File: config.mk
export PLATFORM = sky130hd
export DESIGN_NAME = rpd_queue
export DESIGN_NICKNAME = d
export VERILOG_FILES = /design/src/rtl/rpd_pkg.sv /design/src/rtl/rpd_queue.sv
export SDC_FILE = /design/constraint.sdc
export NUM_CORES = 1
export LEC_CHECK = 0
export BUFFER_PORTS_ARGS = -buffer_cell sky130_fd_sc_hd__buf_2
export CORE_AREA = 2 2 309 311
export CTS_CLUSTER_DIAMETER = 80
export DETAILED_ROUTE_END_ITERATION = 10
export DIE_AREA = 0 0 311 313
export PLACE_DENSITY = 0.85
export SLEW_MARGIN = 5
export SYNTH_ARGS = -nofsm -noshare
export SYNTH_HDL_FRONTEND = slang
export SYNTH_SLANG_ARGS = --single-unit
File: constraint.sdc
create_clock -name aclk -period 26.8 [get_ports aclk]
set_clock_uncertainty 0.2 [all_clocks]
set_input_delay 0 -clock aclk [delete_from_list [all_inputs] [get_ports aclk]]
set_output_delay 0 -clock aclk [all_outputs]
set_load 0.02 [all_outputs]
File: src/rtl/rpd_pkg.sv
// ----------------------------------------------------------------------------
// rpd_pkg
// Shared types and constants of the record packet deframer.
// ----------------------------------------------------------------------------
`default_nettype none

package rpd_pkg;

    localparam int RECORD_MAX_DEF = 255;
    localparam int IMU_BYTES      = 36;
    localparam logic [7:0] IMU_CODE_RESET = 8'h50;

    // result kinds
    localparam logic [2:0] KIND_PACKET = 3'd0;
    localparam logic [2:0] KIND_TRUNC  = 3'd1;
    localparam logic [2:0] KIND_ACCEL  = 3'd2;
    localparam logic [2:0] KIND_GYRO   = 3'd3;
    localparam logic [2:0] KIND_SHORT  = 3'd4;
    localparam logic [2:0] KIND_TRAIL  = 3'd5;

    // binary32 scale factors, mantissa with hidden bit and biased exponent
    localparam logic [23:0] ACCEL_MANT = 24'h9CE80A;
    localparam logic [7:0]  ACCEL_EXP  = 8'd130;
    localparam logic [23:0] GYRO_MANT  = 24'h8EFA35;
    localparam logic [7:0]  GYRO_EXP   = 8'd121;

    // follow-up results of a queued job
    typedef enum logic [1:0] {
        EXTRA_NONE,
        EXTRA_SHORT,
        EXTRA_IMU
    } extra_t;

    typedef struct packed {
        logic [2:0]  kind;
        extra_t      extra;
        logic [7:0]  start;
        logic [7:0]  ptype;
        logic [7:0]  seq;
        logic [7:0]  size;
        logic [7:0]  count;
        logic [63:0] ts;
        logic [31:0] meta;
        logic [95:0] accel;
        logic [95:0] gyro;
    } rpd_job_t;

    typedef struct packed {
        logic [2:0]  kind;
        logic [7:0]  start;
        logic [7:0]  ptype;
        logic [7:0]  seq;
        logic [7:0]  size;
        logic [7:0]  count;
        logic [63:0] ts;
        logic [31:0] meta;
        logic        vec;
        logic        last;
    } rpd_res_t;

endpackage

`default_nettype wire

File: src/rtl/rpd_queue.sv
// ----------------------------------------------------------------------------
// rpd_queue
// Small job queue between the parser and the result sequencer.
// ----------------------------------------------------------------------------
`default_nettype none

module rpd_queue #(
    parameter int DEPTH = 4
) (
    input  wire logic              aclk,
    input  wire logic              aresetn,
    input  wire logic              push,
    input  wire rpd_pkg::rpd_job_t wr_job,
    output logic                   full,
    input  wire logic              pop,
    output logic                   not_empty,
    output rpd_pkg::rpd_job_t      rd_job
);
    import rpd_pkg::*;

    localparam int AW = (DEPTH > 1) ? $clog2(DEPTH) : 1;

    rpd_job_t        mem_reg [DEPTH];
    logic [AW-1:0]   wptr_reg, rptr_reg;
    logic [AW:0]     cnt_reg, cnt_next;

    function automatic logic [AW-1:0] bump(input logic [AW-1:0] p);
        bump = (p == AW'(DEPTH - 1)) ? '0 : p + AW'(1);
    endfunction

    assign full      = (cnt_reg == (AW+1)'(DEPTH));
    assign not_empty = (cnt_reg != '0);
    assign rd_job    = mem_reg[rptr_reg];

    always_comb begin
        cnt_next = cnt_reg;
        if (push && !pop) cnt_next = cnt_reg + (AW+1)'(1);
        if (pop && !push) cnt_next = cnt_reg - (AW+1)'(1);
    end

    always_ff @(posedge aclk) begin
        if (!aresetn) begin
            wptr_reg <= '0;
            rptr_reg <= '0;
            cnt_reg  <= '0;
        end else begin
            if (push) wptr_reg <= bump(wptr_reg);
            if (pop)  rptr_reg <= bump(rptr_reg);
            cnt_reg <= cnt_next;
        end
    end

    always_ff @(posedge aclk) begin
        if (push) mem_reg[wptr_reg] <= wr_job;
    end

endmodule

`default_nettype wire

==> results.tsv <==
metric	value	unit
pwr-share-comb	0.109	
hp-start	pop	
tritoncts	done	
yosysUniqueCellTypes	23	
utilization	0.6817	
synth_top_area_frac	0.8243	
syn_area_per_cell	27.17	um2
seq_area	40190	um2
synth-edff-count	1332	
worstSetupPathType	reg -> out	
htree_levels	4	
root_buffer	clkbuf_16	
cts_buffer_depth	3	
wl_per_cell	28.62	um
finalMaxSlewViolations	0	
yosysMostFrequentCell	edfxtp_1	
p_sw_frac	0.2366	
grt_pass1_vias	28810	
place_congestion	0.7928	
finalWorstSetupSlack	20.19	ns
cp_max_fo	49	
dp_hpwl	65120	um
ios	672	
nets	3562	
multiInputGateArea	7772	um2
layout-drive-gt1-share	0.3683	
syn_nets	2130	
synth_cells	1786	
via_per_inst	5.761	
post_cts.repair.setup_buffers	0	
crit_required	26.60	ns
fillers	5430	
grt_overflow	0	
design.core.area	94160	um2
p_int	0.003672	W
clk_latency	0.73	ns
drt-total-wl	131900	um
fp-row-count	113	
final_cells	4607	
yosys_most_used_dff	edfxtp_1	
final_antenna_net_count	0	
timing.reg2reg.setup_slack	22.39	ns
fp.dieH	313	um
portBuffers	671	
fin_crit_sh	0.2468	
yosysTopAreaCell	edfxtp_1	
crit_path_end_kind	output port	
grt_max_degree	155	
p_per_area	74.93	nW/um2
dr.pass1.iters	5	
drc_errors	0	
worst_pin_slew	1.117	ns
yosys-top-cells-area	edfxtp_1, mux4_2, buf_6, dfxtp_1, buf_2	
cp-start-kind	flip-flop	
largest_register_ffs	1332	
status	complete, no violations	
synth-seq-area-share	0.8280	
cts_sinks	1341	
cts.reportedPaths.clkPinSlew	0.06	ns
detailedRoute.firstIterationViolations	2954	
hold_viol_final	0	
synth_area	48530	um2
setup_tns	0	ns
leakage	21.93	nW
p_sw	0.001138	W
clock_power_share	0.386	
rsz0062_at_grt	no	
hold_path_depth	4	
crit_arrival	6.41	ns
initial_core_util	0.5153	
post-place-cells	3676	
grt_usage	0.2711	
grt_pass1_wl	193100	um
die-area	97340	um2
grt_antenna_before_repair	12	
timing.final.crit_period	6.614	ns
seqPwrFrac	0.505	
synth_warnings	0	
dp_slack	20.77	ns
hold_class	in -> reg	
synth-seq-cells	1341	
max_slew_margin	0.2555	
ctsResizeCount	0	
fmax	151.2	MHz
cts_made_buffers	132	
setup_viol	0	
synthArstFlopShare	0	
r2r_end	mem_reg[2][275]$_DFFE_PP_	
max-vdd-ir-drop	0.07790	mV
synthTopCellsByCount	edfxtp_1, mux4_2, buf_2, buf_6, dfxtp_1	
regToRegStartpoint	wptr_reg[0]$_SDFFE_PN0P_	
die_x	311	um
r2r_cells	6	
maxCapViolCount	0	
areaGrowthSynthToFinish	32.28	%
num_vias	26540	
[how the worst max path moves through the flow]
stage | slack, ns | startpoint | endpoint
6_report | 20.19 | flip-flop | rd_job[132]
5_1_grt | 19.47 | flip-flop | rd_job[132]
4_1_cts | 19.93 | flip-flop | rd_job[118]
3_5_place_dp | 20.77 | flip-flop | rd_job[110]
3_3_place_gp | 20.86 | flip-flop | rd_job[110]
2_1_floorplan | 17.80 | wptr_reg[0]$_SDFFE_PN0P_ | mem_reg[0][0]$_DFFE_PP_
[metal layers]
layer | global-route usage | vias up | part of all wire
li1 | - | 10710 | -
met1 | 0.3071 | 13720 | 0.33
met2 | 0.4785 | 1753 | 0.53
met3 | 0.07146 | 364 | 0.093
met4 | 0.1335 | 2 | 0.052
met5 | 0 | - | 0.000099
[cells by family after synthesis]
group / share of synthesized area
AND/OR/NAND/NOR: 0.002063
flip-flops: 0.8280
multiplexers: 0.1550
buffers and inverters: 0.01207
XOR/XNOR: 0.0003610
adder cells (fa/ha/maj): 0.001960
AO/OA/AOI/OAI: 0.0006188
[area by class of cell]
type,instances,area share
clock inverter,80,0.01189
sequential,1341,0.6260
tap,1265,0.02466
inverter,6,0.0003508
clock buffer,157,0.05425
multi-input combinational,365,0.1211
timing repair buffer,1372,0.1609
antenna,21,0.0008186
[metrics by stage]
stage | hold WS [ns] | total power (W) | instance area [um2]
after floorplan | -0.1011 | 0.002744 | 48530
after global placement | 0.007674 | 0.002866 | 53160
after detailed placement | 0.01347 | 0.002887 | 53160
after CTS | 0.02957 | 0.004772 | 64140
after global routing | 0.09574 | 0.004927 | 64170
final | 0.09636 | 0.004810 | 64190
[power groups by stage]
stage | Clock [W] | Combinational, W | Sequential [W]
CTS | 0.00184 | 0.000509 | 0.00242
finish | 0.00186 | 0.000523 | 0.00243
global route | 0.00195 | 0.000544 | 0.00243
global placement | 0 | 0.000409 | 0.00246
floorplan | 0 | 0.000265 | 0.00248
detailed placement | 0 | 0.000422 | 0.00247
[worst max-delay path: stages, from the launching register on]
cell	delay (ns)
dfxtp_4	0.75
buf_4	0.72
buf_4	0.82
buf_4	0.75
buf_4	0.74
buf_4	0.87
mux4_2	0.66
buf_2	0.19
[cells in the final DEF, fill, tap and decap left out, types with 2 or more instances in the layout]
| cell | n |
|---|---|
| nor3b_1 | 2 |
| nor2b_1 | 4 |
| bufinv_16 | 12 |
| clkinvlp_4 | 5 |
| o21ai_0 | 2 |
| buf_2 | 671 |
| edfxtp_1 | 1332 |
| and2_1 | 2 |
| inv_6 | 9 |
| buf_4 | 26 |
| clkinv_2 | 18 |
| clkbuf_1 | 21 |
| mux4_2 | 333 |
| clkbuf_16 | 136 |
| or3_1 | 2 |
| and2_4 | 4 |
| ha_1 | 6 |
| dfxtp_1 | 7 |
| clkinv_8 | 3 |
| mux2i_1 | 2 |
| inv_1 | 6 |
| buf_12 | 2 |
| dfxtp_4 | 2 |
| diode_2 | 21 |
| clkinv_1 | 31 |
| dlygate4sd3_1 | 673 |
[timing repair]
action | in CTS | in global routing
endpoints found under the setup margin | 0 | 0
hold endpoints to repair | 1501 | 0
hold buffers | 673 | 0
Note: power is estimated with default switching activity, not from simulation.
