===== config.mk =====
export PLATFORM = sky130hd
export DESIGN_NAME = rpd_front
export DESIGN_NICKNAME = d
export VERILOG_FILES = /design/src/rtl/rpd_pkg.sv /design/src/rtl/rpd_front.sv
export SDC_FILE = /design/constraint.sdc
export NUM_CORES = 1
export LEC_CHECK = 0
export ABC_AREA = 1
export BUFFER_PORTS_ARGS = -buffer_cell sky130_fd_sc_hd__buf_2
export CAP_MARGIN = 20
export CORE_UTILIZATION = 50
export CTS_BUF_LIST = sky130_fd_sc_hd__clkbuf_4
export DETAILED_ROUTE_END_ITERATION = 8
export GPL_ROUTABILITY_DRIVEN = 0
export GPL_TIMING_DRIVEN = 0
export HOLD_SLACK_MARGIN = 0.15
export PLACE_DENSITY = 0.7
export SYNTH_ARGS = -nofsm -noshare
export SYNTH_HDL_FRONTEND = slang
export SYNTH_SLANG_ARGS = --single-unit

===== constraint.sdc =====
create_clock -name aclk -period 7.8 [get_ports aclk]
set_input_delay 1.17 -clock aclk [delete_from_list [all_inputs] [get_ports aclk]]
set_output_delay 1.17 -clock aclk [all_outputs]
set_load 0.005 [all_outputs]

===== src/rtl/rpd_pkg.sv =====
// ----------------------------------------------------------------------------
// rpd_pkg
// Shared types and constants of the record packet deframer.
// ----------------------------------------------------------------------------
`default_nettype none

package rpd_pkg;

    localparam int RECORD_MAX_DEF = 255;
    localparam int IMU_BYTES      = 36;
    localparam logic [7:0] IMU_CODE_RESET = 8'h50;

    // result kinds
    localparam logic [2:0] KIND_PACKET = 3'd0;
    localparam logic [2:0] KIND_TRUNC  = 3'd1;
    localparam logic [2:0] KIND_ACCEL  = 3'd2;
    localparam logic [2:0] KIND_GYRO   = 3'd3;
    localparam logic [2:0] KIND_SHORT  = 3'd4;
    localparam logic [2:0] KIND_TRAIL  = 3'd5;

    // binary32 scale factors, mantissa with hidden bit and biased exponent
    localparam logic [23:0] ACCEL_MANT = 24'h9CE80A;
    localparam logic [7:0]  ACCEL_EXP  = 8'd130;
    localparam logic [23:0] GYRO_MANT  = 24'h8EFA35;
    localparam logic [7:0]  GYRO_EXP   = 8'd121;

    // follow-up results of a queued job
    typedef enum logic [1:0] {
        EXTRA_NONE,
        EXTRA_SHORT,
        EXTRA_IMU
    } extra_t;

    typedef struct packed {
        logic [2:0]  kind;
        extra_t      extra;
        logic [7:0]  start;
        logic [7:0]  ptype;
        logic [7:0]  seq;
        logic [7:0]  size;
        logic [7:0]  count;
        logic [63:0] ts;
        logic [31:0] meta;
        logic [95:0] accel;
        logic [95:0] gyro;
    } rpd_job_t;

    typedef struct packed {
        logic [2:0]  kind;
        logic [7:0]  start;
        logic [7:0]  ptype;
        logic [7:0]  seq;
        logic [7:0]  size;
        logic [7:0]  count;
        logic [63:0] ts;
        logic [31:0] meta;
        logic        vec;
        logic        last;
    } rpd_res_t;

endpackage

`default_nettype wire


===== src/rtl/rpd_front.sv =====
// ----------------------------------------------------------------------------
// rpd_front
// Byte parser: checks the record header, walks packets and queues one job
// per completed packet, truncated packet or leftover.
// ----------------------------------------------------------------------------
`default_nettype none

module rpd_front #(
    parameter int RECORD_MAX = rpd_pkg::RECORD_MAX_DEF
) (
    input  wire logic             aclk,
    input  wire logic             aresetn,
    input  wire logic             s_valid,
    output logic                  s_ready,
    input  wire logic [7:0]       data_byte,
    input  wire logic             last_byte,
    input  wire logic [7:0]       imu_code,
    input  wire logic             q_full,
    output logic                  q_push,
    output rpd_pkg::rpd_job_t     q_job
);
    import rpd_pkg::*;

    typedef enum logic [2:0] {
        PH_HEADER,
        PH_TYPE,
        PH_SEQ,
        PH_LEN,
        PH_PAYLOAD,
        PH_DISCARD
    } phase_t;

    phase_t      phase_reg, phase_next, ph;
    logic [7:0]  off_reg, off_next;
    logic [7:0]  hs_reg, hs_next;
    logic [7:0]  type_reg, type_next;
    logic [7:0]  seq_reg, seq_next;
    logic [7:0]  size_reg, size_next;
    logic [7:0]  start_reg, start_next;
    logic [7:0]  seen_reg, seen_next;
    logic [7:0]  store_reg [IMU_BYTES];
    logic [7:0]  store_nx  [IMU_BYTES];
    logic        wr_en;
    logic        acc;
    logic        gen;
    logic        complete;
    logic [8:0]  off_p1;

    function automatic logic [31:0] le32(input logic [7:0] s [IMU_BYTES], input int at);
        le32 = {s[at + 3], s[at + 2], s[at + 1], s[at]};
    endfunction

    assign s_ready = !q_full;
    assign acc     = s_valid && !q_full;
    assign q_push  = acc && gen;
    assign off_p1  = {1'b0, off_reg} + 9'd1;

    always_comb begin
        phase_next = phase_reg;
        off_next   = off_reg;
        hs_next    = hs_reg;
        type_next  = type_reg;
        seq_next   = seq_reg;
        size_next  = size_reg;
        start_next = start_reg;
        seen_next  = seen_reg;
        wr_en      = 1'b0;
        gen        = 1'b0;
        complete   = 1'b0;
        q_job      = '0;
        ph = ({1'b0, off_reg} >= 9'(RECORD_MAX)) ? PH_DISCARD : phase_reg;
        phase_next = ph;

        case (ph)
            PH_HEADER: begin
                if (off_reg == 8'd0) begin
                    if (data_byte != 8'd1) phase_next = PH_DISCARD;
                end else if (off_reg == 8'd1) begin
                    hs_next = data_byte;
                    if (data_byte < 8'd3) phase_next = PH_DISCARD;
                end else if (off_reg == 8'd2 && data_byte != 8'd0) begin
                    phase_next = PH_DISCARD;
                end
                if (phase_next == PH_HEADER && off_reg >= 8'd2 && off_p1 == {1'b0, hs_next})
                    phase_next = PH_TYPE;
            end
            PH_TYPE: begin
                start_next = off_reg;
                type_next  = data_byte;
                if (last_byte) begin
                    gen         = 1'b1;
                    q_job.kind  = KIND_TRAIL;
                    q_job.count = 8'd1;
                end
                phase_next = PH_SEQ;
            end
            PH_SEQ: begin
                seq_next = data_byte;
                if (last_byte) begin
                    gen         = 1'b1;
                    q_job.kind  = KIND_TRAIL;
                    q_job.count = 8'd2;
                end
                phase_next = PH_LEN;
            end
            PH_LEN: begin
                size_next = data_byte;
                seen_next = 8'd0;
                if (data_byte == 8'd0) begin
                    complete   = 1'b1;
                    phase_next = PH_TYPE;
                end else begin
                    if (last_byte) begin
                        gen        = 1'b1;
                        q_job.kind = KIND_TRUNC;
                    end
                    phase_next = PH_PAYLOAD;
                end
            end
            PH_PAYLOAD: begin
                wr_en     = (seen_reg < 8'(IMU_BYTES));
                seen_next = seen_reg + 8'd1;
                if (seen_next == size_reg) begin
                    complete   = 1'b1;
                    phase_next = PH_TYPE;
                end else if (last_byte) begin
                    gen         = 1'b1;
                    q_job.kind  = KIND_TRUNC;
                    q_job.count = seen_next;
                end
            end
            default: begin
                phase_next = PH_DISCARD;
            end
        endcase

        for (int k = 0; k < IMU_BYTES; k++) begin
            store_nx[k] = store_reg[k];
        end
        if (wr_en) store_nx[seen_reg[5:0]] = data_byte;

        if (complete) begin
            gen        = 1'b1;
            q_job.kind = KIND_PACKET;
            if (type_next != imu_code)
                q_job.extra = EXTRA_NONE;
            else if (size_next < 8'(IMU_BYTES))
                q_job.extra = EXTRA_SHORT;
            else
                q_job.extra = EXTRA_IMU;
        end
        q_job.start = start_next;
        q_job.ptype = type_next;
        q_job.seq   = seq_next;
        q_job.size  = size_next;
        q_job.ts    = {le32(store_nx, 4), le32(store_nx, 0)};
        q_job.meta  = le32(store_nx, 32);
        q_job.accel = {le32(store_nx, 16), le32(store_nx, 12), le32(store_nx, 8)};
        q_job.gyro  = {le32(store_nx, 28), le32(store_nx, 24), le32(store_nx, 20)};

        if ({1'b0, off_reg} < 9'(RECORD_MAX)) off_next = off_reg + 8'd1;
        if (last_byte) begin
            phase_next = PH_HEADER;
            off_next   = 8'd0;
            hs_next    = 8'd0;
        end
    end

    always_ff @(posedge aclk) begin
        if (!aresetn) begin
            phase_reg <= PH_HEADER;
            off_reg   <= '0;
            hs_reg    <= '0;
            type_reg  <= '0;
            seq_reg   <= '0;
            size_reg  <= '0;
            start_reg <= '0;
            seen_reg  <= '0;
        end else if (acc) begin
            phase_reg <= phase_next;
            off_reg   <= off_next;
            hs_reg    <= hs_next;
            type_reg  <= type_next;
            seq_reg   <= seq_next;
            size_reg  <= size_next;
            start_reg <= start_next;
            seen_reg  <= seen_next;
        end
    end

    always_ff @(posedge aclk) begin
        if (acc && wr_en) store_reg[seen_reg[5:0]] <= data_byte;
    end

endmodule

`default_nettype wire


==> impl_metrics.tcl, run 1 <==
set metrics [dict create \
    track_usage 0.321 \
    path_cells "buf_2 > inv_1 > clkbuf_1 > o21ai_0 > nor2_1 > nand2_1 > inv_1 > nor2_1 > buf_2" \
    critPathMaxFanout 38 \
    timing.rr.start "off_reg[1]$_SDFFE_PN0P_" \
    rrSetupSlack_ns 4.71 \
    worst_slack_ns 2.64 \
    yosysSeqAreaShare 0.588 \
    min_period_ns 5.16 \
    grt_max_degree 41 \
    grt_pass1_wl_um 80500 \
    seqPwrFrac 0.534 \
    clkSlewWorstSetupHoldPaths_ns 0.06 \
    endpoint_kind "primary output" \
    area_growth_pct 20.7 \
    drtAntennaViolNets 0 \
    dr.pass1.iters 5 \
    setup_viol 0 \
    async_reset_ff_frac 0 \
    numCtsBuffers 93 \
    slew_headroom 0.265 \
    die_w_um 185 \
    worstMarginPinSlew_ns 1.10 \
    drive_gt1_frac 0.296 \
    grt_busiest_layer "met2" \
    cts_tree "built" \
    seq_area_um2 9830 \
    syn_avg_cell_area_um2 9.57 \
    clock-sinks 347 \
    drtIter0Drc 1198 \
    io_buffers 353 \
    fill_cells 2908 \
    io-pin-count 356 \
    ctsHoldBuffers 0 \
    hp-start "hs_reg[5]$_SDFFE_PN0P_" \
    wl_um 54900 \
    start_util 0.512 \
    syn_area_um2 16700 \
    viasPerCell 5.44 \
    power.switching_mw 0.931 \
    cts_max_path_buffers 3 \
    cts_resized 0 \
    ys_seq_elements 347 \
    p_int_mw 2.86 \
    synth.distinct_cells 41 \
    switching_share 0.246 \
    drc 0 \
    dp_cells 2546 \
    placementRows 66 \
    start_kind "input pin" \
    clockRootBuffer "clkbuf_4" \
    r2r_end "store_reg[12][1]$_DFFE_PP_" \
    hp-class "reg2reg" \
    critPathRequiredTime_ns 6.63 \
    multi_input_area_um2 5910 \
    skew_ns 0.0572 \
    cp.arrival_ns 3.99 \
    synth_ff_type "edfxtp_1" \
    layout_common_cells "385 x buf_2, 372 x nand2_1, 288 x edfxtp_1" \
    final_common_cell "buf_2" \
    path_class "in2out" \
    min_period_over_period 0.662 \
    use_met1 0.410 \
    syn_nets 1774 \
    fin_cells 2702 \
    vias 14700 \
    clock_latency_ns 0.76 \
    core_um2 32700 \
    htree_num_levels 3 \
    status "finished, final reports clean" \
    worst_ir_drop_vdd_uv 137 \
    cp_slowest_stage_delay_ns 0.81 \
    max_freq_mhz 194 \
    rsz0062_at_grt "false" \
    dp_hpwl_um 36900 \
    drv_slew 0 \
    dieArea_um2 34200 \
    antenna_found_initial 1 \
    whs_endpoint "hs_reg[5]$_SDFFE_PN0P_" \
    gr-usage-met2 0.514 \
    hold_violations 0 \
    finalSetupTns_ns 0 \
    yosysWarningCount 0 \
    syn-instance-count 1748 \
    largest_reg_flops 288 \
    whs_path_depth 2 \
    cp_slowest_cell "buf_2" \
    r2r_cells 13 \
    combPwrFrac 0.060 \
    synth_edf_count 288 \
    leakagePower_nw 8.82 \
    die_h_um 185 \
    drt-wirelength-per-cell_um 20.3 \
    maxCapViolCount 0 \
    overflow 0 \
    total_power_mw 3.79 \
    dp_slack_ns 2.69 \
    power.clock.fraction 0.406 \
    use_met3 0.0912 \
    powerDensity_nw_per_um2 188 \
    fin_nets 2225 \
    cts_setup_buffers 0 \
    grt_pass1_vias 13900 \
    fin_util 0.617 \
]
## cells by family (layout without fill, tap and decap cells)
logic type               count (synthesis)  count (layout)  synth area share
adder cells (fa/ha/maj)                  5               5           0.00374
AND/OR/NAND/NOR                        761             761             0.210
buffers and inverters                  218             729            0.0598
flip-flops                             347             347             0.588
other                                    1               2          0.000224
AO/OA/AOI/OAI                          408             408             0.134
XOR/XNOR                                 8               8           0.00419
## Yosys cell counts, types with 5 or more instances
| library cell | n | area [µm²] |
|---|---|---|
| a21oi_1 | 161 | 806 |
| buf_2 | 29 | 145 |
| buf_4 | 8 | 60.1 |
| buf_6 | 14 | 158 |
| clkbuf_1 | 49 | 184 |
| dfxtp_1 | 59 | 1180 |
| edfxtp_1 | 288 | 8650 |
| ha_1 | 5 | 62.6 |
| inv_1 | 102 | 383 |
| inv_2 | 11 | 41.3 |
| nand2_1 | 372 | 1400 |
| nand2_4 | 23 | 259 |
| nand3_1 | 50 | 250 |
| nand4_1 | 6 | 37.5 |
| nor2_1 | 257 | 965 |
| nor2_4 | 14 | 158 |
| nor2_8 | 8 | 160 |
| nor3_1 | 5 | 25.0 |
| nor4_1 | 6 | 37.5 |
| o211ai_1 | 5 | 37.5 |
| o21ai_0 | 68 | 340 |
| o21ai_1 | 121 | 606 |
| o21ai_2 | 48 | 420 |
| xor2_1 | 8 | 70.1 |
## metal layers
metal | share of wire | wire, µm
met4 | 0.031 | 1720
met3 | 0.10 | 5710
met5 | 0 | 0
met2 | 0.47 | 26000
met1 | 0.39 | 21500
## area by class of cell
type | instances | share of cell area
buffer | 101 | 0.0273
clock inverter | 26 | 0.00694
antenna | 1 | 0.000124
timing repair buffer | 356 | 0.0883
clock buffer | 129 | 0.0480
inverter | 117 | 0.0223
tap | 442 | 0.0274
sequential | 347 | 0.487
multi-input combinational | 1183 | 0.293
## per-stage QoR
| stage | cell area [µm²] | hold slack (ns) |
|---|---|---|
| floorplan | 16700 | 0.441 |
| global placement | 19000 | 0.455 |
| detailed placement | 19100 | 0.458 |
| CTS | 20200 | 0.467 |
| global route | 20200 | 0.492 |
| finish | 20200 | 0.467 |
## critical path, delay by kind of cell
kind	cells	cell delay [ns]
buf+inv	5	1.88
compound gates	1	0.56
simple gates	3	0.35
## worst max-delay path by stage
stage / start / endpoint / slack [ns] / cells after the start
after floorplan: data_byte[4] / q_job[328] / 4.46 / 6
after global placement: data_byte[7] / q_job[329] / 2.70 / 9
after detailed placement: data_byte[7] / q_job[329] / 2.69 / 9
after CTS: data_byte[7] / q_job[329] / 2.68 / 9
after global routing: data_byte[7] / q_job[329] / 2.56 / 9
final: data_byte[7] / q_job[329] / 2.64 / 9
## power by group through the flow
stage                     logic [mW]  clock network (mW)  registers [mW]
after floorplan                0.111                   0            2.06
after global placement         0.219                   0            2.06
after detailed placement       0.223                   0            2.06
after CTS                      0.224                1.56            2.02
after global routing           0.243                1.65            2.02
final                          0.226                1.54            2.02
No activity file was read; power rests on OpenSTA's default activity.
==> inputs of run 2 (changes only) <==
PLACE_DENSITY = 0.73   (was 0.7)
clock period = 4.3 ns   (was 7.8 ns; I/O delays follow)
==> impl_metrics.tcl, run 2 (same netlist as run 1, synthesis figures left out) <==
set metrics [dict create \
    grt_pass1_wl_um 80400 \
    r2r_cells 13 \
    cp_slowest_cell "o211ai_1" \
    critPathMaxFanout 10 \
    worstMarginPinSlew_ns 1.11 \
    r2r_end "store_reg[27][6]$_DFFE_PP_" \
    path_common_cell "nand2_1" \
    p_int_mw 5.25 \
    grt_max_degree 41 \
    powerDensity_nw_per_um2 345 \
    leakagePower_nw 8.85 \
    worst_ir_drop_vdd_uv 233 \
    endpoint_kind "primary output" \
    dp_cells 2547 \
    dieArea_um2 34200 \
    min_period_over_period 0.964 \
    clock_latency_ns 0.78 \
    clock-sinks 347 \
    seqPwrFrac 0.527 \
    hp-class "reg2reg" \
    antenna_found_initial 1 \
    power.switching_mw 1.72 \
    drc 0 \
    fin_cells 2706 \
    path_cells "ha_1 > nand2_2 > nor2_2 > nand2_4 > nand2_1 > inv_1 > nand2_1 > nand2_1 > o211ai_1 > o22ai_1 > buf_2" \
    clkSlewWorstSetupHoldPaths_ns 0.06 \
    whs_endpoint "hs_reg[0]$_SDFFE_PN0P_" \
    area_growth_pct 20.8 \
    rrSetupSlack_ns 1.14 \
    status "finished, final reports clean" \
    path_class "reg2out" \
    hold_violations 0 \
    cts_max_path_buffers 3 \
    numCtsBuffers 92 \
    drv_slew 0 \
    switching_share 0.247 \
    power.clock.fraction 0.414 \
    cp_slowest_stage_delay_ns 0.67 \
    max_freq_mhz 241 \
    overflow 0 \
    start_util 0.512 \
    maxCapViolCount 0 \
    skew_ns 0.0463 \
    whs_path_depth 2 \
    drive_gt1_frac 0.296 \
    cts_setup_buffers 0 \
    final_common_cell "buf_2" \
    grt_pass1_vias 14000 \
    wl_um 55100 \
    dp_hpwl_um 36600 \
    vias 14800 \
    layout_common_cells "387 x buf_2, 372 x nand2_1, 288 x edfxtp_1" \
    critPathRequiredTime_ns 3.65 \
    core_um2 32700 \
    rsz0062_at_grt "false" \
    min_period_ns 4.14 \
    timing.rr.start "off_reg[1]$_SDFFE_PN0P_" \
    clockRootBuffer "clkbuf_4" \
    fin_util 0.618 \
    cp.arrival_ns 3.50 \
    start_kind "flop" \
    slew_headroom 0.262 \
    drt-wirelength-per-cell_um 20.3 \
    hp-start "hs_reg[0]$_SDFFE_PN0P_" \
    largest_reg_flops 288 \
    total_power_mw 6.97 \
    ctsHoldBuffers 0 \
    drtAntennaViolNets 0 \
    cts_resized 0 \
    cts_tree "built" \
    io_buffers 353 \
    dr.pass1.iters 8 \
    die_h_um 185 \
    die_w_um 185 \
    setup_viol 0 \
    placementRows 66 \
    io-pin-count 356 \
    htree_num_levels 3 \
    finalSetupTns_ns 0 \
    drtIter0Drc 1144 \
    combPwrFrac 0.059 \
    fin_nets 2226 \
    track_usage 0.321 \
    viasPerCell 5.46 \
]
run 2: area by class of cell:
cell class                 count  area [µm²]
tap                          442         553
fill                        2861       12500
sequential                   347        9830
timing repair buffer         358        1790
multi-input combinational   1183        5910
inverter                     117         449
clock inverter                27         156
antenna                        1        2.50
buffer                       101         551
clock buffer                 130         976
run 2: worst max-delay path by stage:
| stage | startpoint | endpoint | slack [ns] |
|---|---|---|---|
| floorplan | off_reg[1]$_SDFFE_PN0P_ | store_reg[10][0]$_DFFE_PP_ | 1.67 |
| global placement | data_byte[7] | q_job[143] | 0.42 |
| detailed placement | data_byte[7] | q_job[143] | 0.39 |
| CTS | off_reg[1]$_SDFFE_PN0P_ | q_job[288] | 0.21 |
| global route | off_reg[1]$_SDFFE_PN0P_ | q_job[289] | 0.04 |
| finish | off_reg[1]$_SDFFE_PN0P_ | q_job[288] | 0.16 |
run 2: through the flow:
step	hold WS, ns	worst slack [ns]	cell area (µm²)
after floorplan	0.441	1.67	16700
after global placement	0.452	0.418	19000
after detailed placement	0.463	0.388	19100
after CTS	0.436	0.207	20200
after global routing	0.490	0.0414	20200
final	0.471	0.157	20200
run 2: routing by layer:
| metal | GRT usage | wire length [µm] |
|---|---|---|
| met2 | 0.508 | 25400 |
| met1 | 0.402 | 21100 |
| met5 | 0 | 0 |
| met3 | 0.0956 | 6450 |
| met4 | 0.155 | 2040 |
run 2: power by group through the flow:
stage	Clock, mW	Sequential (mW)	Combinational [mW]
after floorplan	0	3.74	0.202
after global placement	0	3.74	0.400
after detailed placement	0	3.74	0.404
after CTS	2.92	3.67	0.405
after global routing	3.09	3.67	0.442
final	2.89	3.67	0.413
run 2: critical path: cells and delay by family (launching register included):
kind | cells | cell delay (ns)
flip-flops | 1 | 0.44
AO/OA/AOI/OAI | 2 | 0.86
AND/OR/NAND/NOR | 6 | 0.91
adder cells (fa/ha/maj) | 1 | 0.24
buffers and inverters | 2 | 0.24
